`config.mk`:
```
export PLATFORM = sky130hd
export DESIGN_NAME = first_fit_block_allocator
export DESIGN_NICKNAME = d
export VERILOG_FILES = /design/src/rtl/ffba_pkg.sv /design/src/rtl/ffba_ram.sv /design/src/rtl/ffba_cmp.sv /design/src/rtl/first_fit_block_allocator.sv
export SDC_FILE = /design/constraint.sdc
export NUM_CORES = 1
export LEC_CHECK = 0
export ABC_AREA = 1
export BUFFER_PORTS_ARGS = -buffer_cell sky130_fd_sc_hd__buf_4
export CAP_MARGIN = 10
export CELL_PAD_IN_SITES_DETAIL_PLACEMENT = 0
export CELL_PAD_IN_SITES_GLOBAL_PLACEMENT = 1
export CORE_UTILIZATION = 35
export DETAILED_ROUTE_END_ITERATION = 10
export PLACE_DENSITY_LB_ADDON = 0.08
export SETUP_SLACK_MARGIN = 0.4
export SLEW_MARGIN = 20
export SYNTH_ARGS = -nofsm -noshare
export SYNTH_HDL_FRONTEND = slang
export SYNTH_SLANG_ARGS = --single-unit
```
`constraint.sdc`:
```
create_clock -name clk -period 8.05 [get_ports clk]
set_input_delay 1.61 -clock clk [delete_from_list [all_inputs] [get_ports clk]]
set_output_delay 1.61 -clock clk [all_outputs]
set_load 0.01 [all_outputs]
```
`src/rtl/ffba_pkg.sv`:
```
// ----------------------------------------------------------------------------
// ffba_pkg
// Shared codes and field widths of the first-fit block allocator.
// ----------------------------------------------------------------------------
package ffba_pkg;

	// Field widths fixed by the transaction format.
	localparam int IN_W   = 32;
	localparam int IDX_W  = 5;
	localparam int FRAG_W = 32;
	localparam int CNT_W  = 6;
	localparam int SUM_W  = 37;

	// Operation codes carried on func.
	localparam logic [1:0] FN_LOAD  = 2'd0;
	localparam logic [1:0] FN_ALLOC = 2'd1;
	localparam logic [1:0] FN_CLEAR = 2'd2;

	// Result status codes.
	typedef enum logic [1:0] {
		ST_OK    = 2'd0,
		ST_FULL  = 2'd1,
		ST_NOFIT = 2'd2
	} status_t;

endpackage

```
`src/rtl/ffba_ram.sv`:
```
// ----------------------------------------------------------------------------
// ffba_ram
// Generic simple dual-port RAM: one write port, one read port, registered read.
// ----------------------------------------------------------------------------
module ffba_ram #(
	parameter int WIDTH = 33,
	parameter int DEPTH = 32
) (
	input  logic                                     clk,
	input  logic                                     we,
	input  logic [(DEPTH > 1 ? $clog2(DEPTH) : 1)-1:0] waddr,
	input  logic [WIDTH-1:0]                         wdata,
	input  logic [(DEPTH > 1 ? $clog2(DEPTH) : 1)-1:0] raddr,
	output logic [WIDTH-1:0]                         rdata
);

	logic [WIDTH-1:0] mem_q [DEPTH];
	logic [WIDTH-1:0] rdata_q;

	// Write and registered read on the same clock.
	always_ff @(posedge clk) begin
		if (we) begin
			mem_q[waddr] <= wdata;
		end
		rdata_q <= mem_q[raddr];
	end

	assign rdata = rdata_q;

endmodule

```
`src/rtl/ffba_cmp.sv`:
```
// ----------------------------------------------------------------------------
// ffba_cmp
// Shared fit unit: one subtractor that both tests a table entry against the
// request and yields the leftover fragment.
// ----------------------------------------------------------------------------
module ffba_cmp #(
	parameter int SIZE_WIDTH = 32
) (
	input  logic [SIZE_WIDTH:0]   entry,
	input  logic [SIZE_WIDTH-1:0] req,
	output logic                  hit,
	output logic [SIZE_WIDTH-1:0] frag
);

	logic [SIZE_WIDTH:0] diff;

	// The top bit of the entry is the used mark; the borrow says the block is too small.
	always_comb begin
		diff = {1'b0, entry[SIZE_WIDTH-1:0]} - {1'b0, req};
		hit  = !entry[SIZE_WIDTH] && !diff[SIZE_WIDTH];
		frag = diff[SIZE_WIDTH-1:0];
	end

endmodule

```
`src/rtl/first_fit_block_allocator.sv`:
```
// ----------------------------------------------------------------------------
// first_fit_block_allocator
// First-fit allocator over a table of fixed-size blocks held in a RAM.
// ----------------------------------------------------------------------------
// A transaction is taken when start is high and busy is low, and its single
// result appears on the result ports for one cycle with done high; the
// receiver cannot hold it off. Load, clear and the unused code complete
// without a scan, with done in the following cycle, and busy stays low so
// that a new transaction may be offered straight away; so does an allocate
// against an empty table, which returns no fit. Any other allocate scans the
// size table one entry per cycle through the RAM read port and a single
// subtract and compare unit: a block found is marked used in the commit
// state, which raises done, and a search that fails raises done once the
// last loaded entry has been checked. Busy is high for the whole of the scan.
// ----------------------------------------------------------------------------
module first_fit_block_allocator #(
	parameter int MAX_BLOCKS = 32,
	parameter int SIZE_WIDTH = 32
) (
	input  logic                        clk,
	input  logic                        arst_n,
	input  logic                        start,
	output logic                        busy,
	input  logic [1:0]                  func,
	input  logic [ffba_pkg::IN_W-1:0]   block_size,
	input  logic [ffba_pkg::IN_W-1:0]   request_size,
	output logic                        done,
	output logic [1:0]                  status,
	output logic [ffba_pkg::IDX_W-1:0]  block_index,
	output logic [ffba_pkg::FRAG_W-1:0] fragment,
	output logic [ffba_pkg::CNT_W-1:0]  allocated_count,
	output logic [ffba_pkg::SUM_W-1:0]  fragment_sum
);

	localparam int AW = (MAX_BLOCKS > 1) ? $clog2(MAX_BLOCKS) : 1;
	localparam int CW = $clog2(MAX_BLOCKS + 1);
	localparam logic [CW-1:0] MAX_CNT = CW'(MAX_BLOCKS);

	typedef enum logic [1:0] {
		S_IDLE,
		S_SCAN,
		S_COMMIT
	} state_t;

	state_t                    state_q;
	logic [CW-1:0]             count_q;
	logic [ffba_pkg::CNT_W-1:0] files_q;
	logic [ffba_pkg::SUM_W-1:0] waste_q;
	logic [SIZE_WIDTH-1:0]     req_q;
	logic [CW-1:0]             rd_addr_q;
	logic                      chk_vld_q;
	logic [AW-1:0]             chk_idx_q;
	logic [AW-1:0]             cand_idx_q;
	logic [SIZE_WIDTH-1:0]     cand_size_q;
	logic [SIZE_WIDTH-1:0]     cand_frag_q;
	logic                      done_q;
	ffba_pkg::status_t         status_q;
	logic [ffba_pkg::IDX_W-1:0] index_q;
	logic [ffba_pkg::FRAG_W-1:0] frag_q;

	logic                      accept;
	logic                      issuing;
	logic                      ram_we;
	logic [AW-1:0]             ram_waddr;
	logic [SIZE_WIDTH:0]       ram_wdata;
	logic [SIZE_WIDTH:0]       ram_rdata;
	logic                      cmp_hit;
	logic [SIZE_WIDTH-1:0]     cmp_frag;
	logic [SIZE_WIDTH-1:0]     bsz;
	logic [SIZE_WIDTH-1:0]     req;
	logic [SIZE_WIDTH+ffba_pkg::IN_W-1:0]   bsz_ext;
	logic [SIZE_WIDTH+ffba_pkg::IN_W-1:0]   req_ext;
	logic [CW+ffba_pkg::IDX_W-1:0]          load_idx_ext;
	logic [AW+ffba_pkg::IDX_W-1:0]          cand_idx_ext;
	logic [SIZE_WIDTH+ffba_pkg::FRAG_W-1:0] cand_frag_ext;
	logic [SIZE_WIDTH+ffba_pkg::SUM_W-1:0]  cand_waste_ext;

	// Sizes are held at SIZE_WIDTH bits, results at the port widths: widen with zeros, then keep the low part.
	always_comb begin
		bsz_ext        = {{SIZE_WIDTH{1'b0}}, block_size};
		req_ext        = {{SIZE_WIDTH{1'b0}}, request_size};
		bsz            = bsz_ext[SIZE_WIDTH-1:0];
		req            = req_ext[SIZE_WIDTH-1:0];
		load_idx_ext   = {{ffba_pkg::IDX_W{1'b0}}, count_q};
		cand_idx_ext   = {{ffba_pkg::IDX_W{1'b0}}, cand_idx_q};
		cand_frag_ext  = {{ffba_pkg::FRAG_W{1'b0}}, cand_frag_q};
		cand_waste_ext = {{ffba_pkg::SUM_W{1'b0}}, cand_frag_q};
	end

	assign accept  = start && (state_q == S_IDLE);
	assign issuing = (rd_addr_q < count_q);

	// Table writes: a new block on load, or the used mark set on commit.
	always_comb begin
		if (state_q == S_COMMIT) begin
			ram_we    = 1'b1;
			ram_waddr = cand_idx_q;
			ram_wdata = {1'b1, cand_size_q};
		end else begin
			ram_we    = accept && (func == ffba_pkg::FN_LOAD) && (count_q < MAX_CNT);
			ram_waddr = count_q[AW-1:0];
			ram_wdata = {1'b0, bsz};
		end
	end

	ffba_ram #(
		.WIDTH (SIZE_WIDTH + 1),
		.DEPTH (MAX_BLOCKS)
	) u_table (
		.clk   (clk),
		.we    (ram_we),
		.waddr (ram_waddr),
		.wdata (ram_wdata),
		.raddr (rd_addr_q[AW-1:0]),
		.rdata (ram_rdata)
	);

	ffba_cmp #(
		.SIZE_WIDTH (SIZE_WIDTH)
	) u_cmp (
		.entry (ram_rdata),
		.req   (req_q),
		.hit   (cmp_hit),
		.frag  (cmp_frag)
	);

	// Sequencer, counters and result registers.
	always_ff @(posedge clk or negedge arst_n) begin
		if (!arst_n) begin
			state_q     <= S_IDLE;
			count_q     <= '0;
			files_q     <= '0;
			waste_q     <= '0;
			req_q       <= '0;
			rd_addr_q   <= '0;
			chk_vld_q   <= 1'b0;
			chk_idx_q   <= '0;
			cand_idx_q  <= '0;
			cand_size_q <= '0;
			cand_frag_q <= '0;
			done_q      <= 1'b0;
			status_q    <= ffba_pkg::ST_OK;
			index_q     <= '0;
			frag_q      <= '0;
		end else begin
			done_q <= 1'b0;
			unique case (state_q)
				S_IDLE: begin
					if (start) begin
						unique case (func)
							ffba_pkg::FN_LOAD: begin
								done_q <= 1'b1;
								frag_q <= '0;
								if (count_q >= MAX_CNT) begin
									status_q <= ffba_pkg::ST_FULL;
									index_q  <= '0;
								end else begin
									status_q <= ffba_pkg::ST_OK;
									index_q  <= load_idx_ext[ffba_pkg::IDX_W-1:0];
									count_q  <= count_q + CW'(1);
								end
							end
							ffba_pkg::FN_ALLOC: begin
								if (count_q == '0) begin
									done_q   <= 1'b1;
									status_q <= ffba_pkg::ST_NOFIT;
									index_q  <= '0;
									frag_q   <= '0;
								end else begin
									req_q     <= req;
									rd_addr_q <= '0;
									chk_vld_q <= 1'b0;
									state_q   <= S_SCAN;
								end
							end
							ffba_pkg::FN_CLEAR: begin
								done_q   <= 1'b1;
								status_q <= ffba_pkg::ST_OK;
								index_q  <= '0;
								frag_q   <= '0;
								count_q  <= '0;
								files_q  <= '0;
								waste_q  <= '0;
							end
							default: begin
								done_q   <= 1'b1;
								status_q <= ffba_pkg::ST_OK;
								index_q  <= '0;
								frag_q   <= '0;
							end
						endcase
					end
				end
				S_SCAN: begin
					// One read issued and one entry checked per cycle.
					if (issuing) begin
						rd_addr_q <= rd_addr_q + CW'(1);
					end
					chk_vld_q <= issuing;
					chk_idx_q <= rd_addr_q[AW-1:0];
					if (chk_vld_q && cmp_hit) begin
						cand_idx_q  <= chk_idx_q;
						cand_size_q <= ram_rdata[SIZE_WIDTH-1:0];
						cand_frag_q <= cmp_frag;
						state_q     <= S_COMMIT;
					end else if (!issuing) begin
						done_q   <= 1'b1;
						status_q <= ffba_pkg::ST_NOFIT;
						index_q  <= '0;
						frag_q   <= '0;
						state_q  <= S_IDLE;
					end
				end
				S_COMMIT: begin
					// The used mark is written back while the counters advance.
					done_q   <= 1'b1;
					status_q <= ffba_pkg::ST_OK;
					index_q  <= cand_idx_ext[ffba_pkg::IDX_W-1:0];
					frag_q   <= cand_frag_ext[ffba_pkg::FRAG_W-1:0];
					files_q  <= files_q + ffba_pkg::CNT_W'(1);
					waste_q  <= waste_q + cand_waste_ext[ffba_pkg::SUM_W-1:0];
					state_q  <= S_IDLE;
				end
				default: begin
					state_q <= S_IDLE;
				end
			endcase
		end
	end

	assign busy            = (state_q != S_IDLE);
	assign done            = done_q;
	assign status          = status_q;
	assign block_index     = index_q;
	assign fragment        = frag_q;
	assign allocated_count = files_q;
	assign fragment_sum    = waste_q;

`ifndef ASSERT_OFF
	// A result is only ever presented once the sequencer is back at rest.
	a_done_idle: assert property (@(posedge clk) disable iff (!arst_n)
		done_q |-> (state_q == S_IDLE))
		else $error("result strobe raised outside the idle state");

	// The scan read pointer never runs past the loaded blocks.
	a_scan_bound: assert property (@(posedge clk) disable iff (!arst_n)
		(state_q == S_SCAN) |-> (rd_addr_q <= count_q))
		else $error("scan pointer beyond the loaded blocks");

	// An allocate against a non-empty table starts a scan.
	a_alloc_scan: assert property (@(posedge clk) disable iff (!arst_n)
		(accept && (func == ffba_pkg::FN_ALLOC) && (count_q != '0)) |=> (state_q == S_SCAN))
		else $error("allocate did not start a scan");

	// A commit always follows a hit and is followed by a result strobe.
	a_commit_done: assert property (@(posedge clk) disable iff (!arst_n)
		(state_q == S_COMMIT) |=> (done_q && (status_q == ffba_pkg::ST_OK)))
		else $error("commit without an ok result");

	// The table never holds more blocks than it has room for.
	a_count_bound: assert property (@(posedge clk) disable iff (!arst_n)
		count_q <= MAX_CNT)
		else $error("block count beyond table size");
`endif

endmodule

```
==> impl_metrics.yaml <==
global_routing:
  first_global_vias: 37200
  gr-total-overflow: 0
  grt_max_degree: 167
  grt_pass1_wl_um: 269000
  grtUsageTotal_pct: 23.3
  antenna_found_initial: 5
floorplan:
  die_h_um: 399
  initial_core_util_pct: 35.3
  coreArea_um2: 156000
  rows: 145
  die_w_um: 399
  dieArea_um2: 159000
  ios: 153
setup_path:
  crit_path_start_kind: "flop"
  worstReg2RegEnd: "u_table.mem_q[7][15]$_DFFE_PP_"
  crit_top_cell: "buf_4"
  cp_slowest_stage_delay_ns: 0.78
  worstReg2RegStart: "state_q[0]$_DFFE_PN0P_"
  r2r_cells: 8
  path_max_fanout: 41
  arrival_ns: 4.88
  critPathSlowestCell: "ha_2"
  path_cells: "inv_1, ha_2, buf_4, o21ai_0, nor2_1, nand2_1, nor2_4, buf_4"
  r2r_setup_slack_ns: 3.59
  worstSetupEndpointType: "flop"
  crit_type: "flop to flop"
  critPathRequiredTime_ns: 8.47
yosys:
  synth_cells: 5077
  async_flop_share_pct: 15.8
  synth-edff-count: 1056
  synth_area_um2: 55200
  synthFlopType: "edfxtp_1"
  ys_types: 48
  synth_seq_area_share_pct: 67.8
  syn_nets: 5225
  ys_seq_elements: 1293
  postSynthAreaPerCell_um2: 10.9
  ys.warnings.count: 0
sta:
  maxSlewViolCount: 0
  period_share_pct: 55.4
  max_freq_mhz: 224
  worstMarginPinSlew_ns: 1.15
  slew_headroom_pct: 23.2
  finalSetupViolCount: 0
  fin_worst_skew_ns: 0.0305
  hold_viol_final: 0
  holdWs_ns: 0.471
  tns_ns: 0
  fin_crit_ns: 4.46
  rsz0062_at_grt: "false"
clocking:
  numClockSinks: 1293
  cts_tree: "yes"
  cts.clk_slew.worst_paths_ns: 0.05
  cts_buffer_depth: 3
  cts_buffers: 150
  post_cts_resized: 0
  ctsHoldBuffers: 0
  ctsHtreeMaxLevel: 4
  clock_latency_ns: 0.78
  postCtsSetupBuffers: 0
  cts_root_buffer: "clkbuf_16"
pwr:
  power_leakage_nw: 23.5
  vdd_drop_max_mv: 0.237
  p_per_area_nw_per_um2: 344
placement:
  dpl.cell_count: 7101
  dp_hpwl_um: 118000
  gp_congestion: 0.849
  place_area_um2: 59400
  io_buffers: 152
finish:
  mostFrequentLayoutCells: "edfxtp_1 (1056), nand2_1 (875), nor2_1 (777)"
  fin_area_um2: 64300
  final_cells: 7381
  fin_util_pct: 41.1
  layout-drive-gt1-share_pct: 10.3
  area_growth_pct: 16.4
  final_common_cell: "edfxtp_1"
  fin_nets: 5345
outcome:
  status: "finished, final reports clean"
drt:
  viasPerCell: 5.20
  drt-total-wl_um: 186000
  drc: 0
  vias: 38300
  firstDrtPassIters: 7
  antenna_left: 0
  drt-initial-drc-count: 3220
  wl_per_cell_um: 25.2
worst_hold_path:
  worstHoldEndpoint: "cand_idx_q[2]$_DFFE_PN0P_"
  min_from: "chk_idx_q[2]$_DFFE_PN0P_"
  hold_depth: 2
  min_path_type: "flop to flop"
flow_run:
  maxCapViolCount: 0
where the power goes:
| group | internal (mW) | switching [mW] | leakage, nW |
|---|---|---|---|
| Sequential | 7.70 | 0.432 | 12.5 |
| Combinational | 1.87 | 5.40 | 8.66 |
| Clock | 3.88 | 2.86 | 2.36 |
| Total | 13.4 | 8.69 | 23.5 |
worst max-delay path: cells and delay by family (launching register included):
family / cells / cell delay (ns)
fa+ha+maj: 1 / 0.78
simple gates: 3 / 1.19
compound gates: 1 / 0.48
buf+inv: 3 / 1.21
flops: 1 / 0.41
cell type report:
class / count / area (um2)
Clock inverter: 84 / 795
Inverter: 287 / 1100
Sequential cell: 1293 / 37500
Tap cell: 2058 / 2570
Clock buffer: 189 / 4020
Timing Repair Buffer: 240 / 2180
Multi-Input combinational cell: 3225 / 16100
Fill cell: 15200 / 92100
Antenna cell: 5 / 12.5
stage by stage:
stage,power (mW),worst slack [ns]
after floorplan,12.3,4.00
after global placement,15.6,3.28
after detailed placement,15.6,3.28
after CTS,22.4,3.54
after global routing,23.3,3.27
final,22.1,3.59
flip-flops by register name, summed over array words and instances, names as in the netlist:
register / cells
u_table.rdata: 33
done: 1
allocated_count: 6
block_index: 5
chk_idx_q: 5
status: 2
chk_vld_q: 1
u_table.mem_q: 1056
cand_size_q: 32
count_q: 6
req_q: 32
fragment_sum: 37
cand_frag_q: 32
fragment: 32
cand_idx_q: 5
state_q: 2
rd_addr_q: 6
metal layers:
layer | share of wire [%] | global-route usage [%] | up-vias
li1 | - | - | 18100
met1 | 46 | 32.4 | 19200
met2 | 48 | 38.4 | 893
met3 | 4.5 | 3.23 | 205
met4 | 2.2 | 5.81 | 0
met5 | 0 | 0 | -
how the worst max path moves through the flow:
stage,from,end,slack (ns)
floorplan,func[0],u_table.mem_q[22][0]$_DFFE_PP_,4.00
global placement,func[0],u_table.mem_q[5][13]$_DFFE_PP_,3.28
detailed placement,func[0],u_table.mem_q[2][19]$_DFFE_PP_,3.28
CTS,state_q[0]$_DFFE_PN0P_,u_table.mem_q[5][8]$_DFFE_PP_,3.54
global route,state_q[0]$_DFFE_PN0P_,u_table.mem_q[5][5]$_DFFE_PP_,3.27
finish,state_q[0]$_DFFE_PN0P_,u_table.mem_q[7][15]$_DFFE_PP_,3.59
cells by family after synthesis:
group                      Yosys count  synth area share (%)
AOI/OAI and AO/OA                 1144                  11.4
DFF                               1293                  67.8
buffers and inverters              559                  4.05
adders and majority gates           79                  1.82
and+or+nand+nor                   1980                  14.5
xor gates and xnor gates            22                 0.349
cell usage after synthesis, drive strengths merged, types with 15 or more instances:
master	count	area (um2)
o21ai	761	3810
clkbuf	188	707
nand2	882	3330
o22ai	137	857
o211ai	116	871
dfxtp	33	661
a21oi	87	435
dfrtp	204	5100
inv	284	1070
xnor2	17	149
buf	84	452
ha	77	963
nand3b	42	315
o221ai	17	149
nor2	810	3040
nand3	167	841
edfxtp	1056	31700
nor3	15	75.1
nand4	49	307
Note: power is estimated with default switching activity, not from simulation.
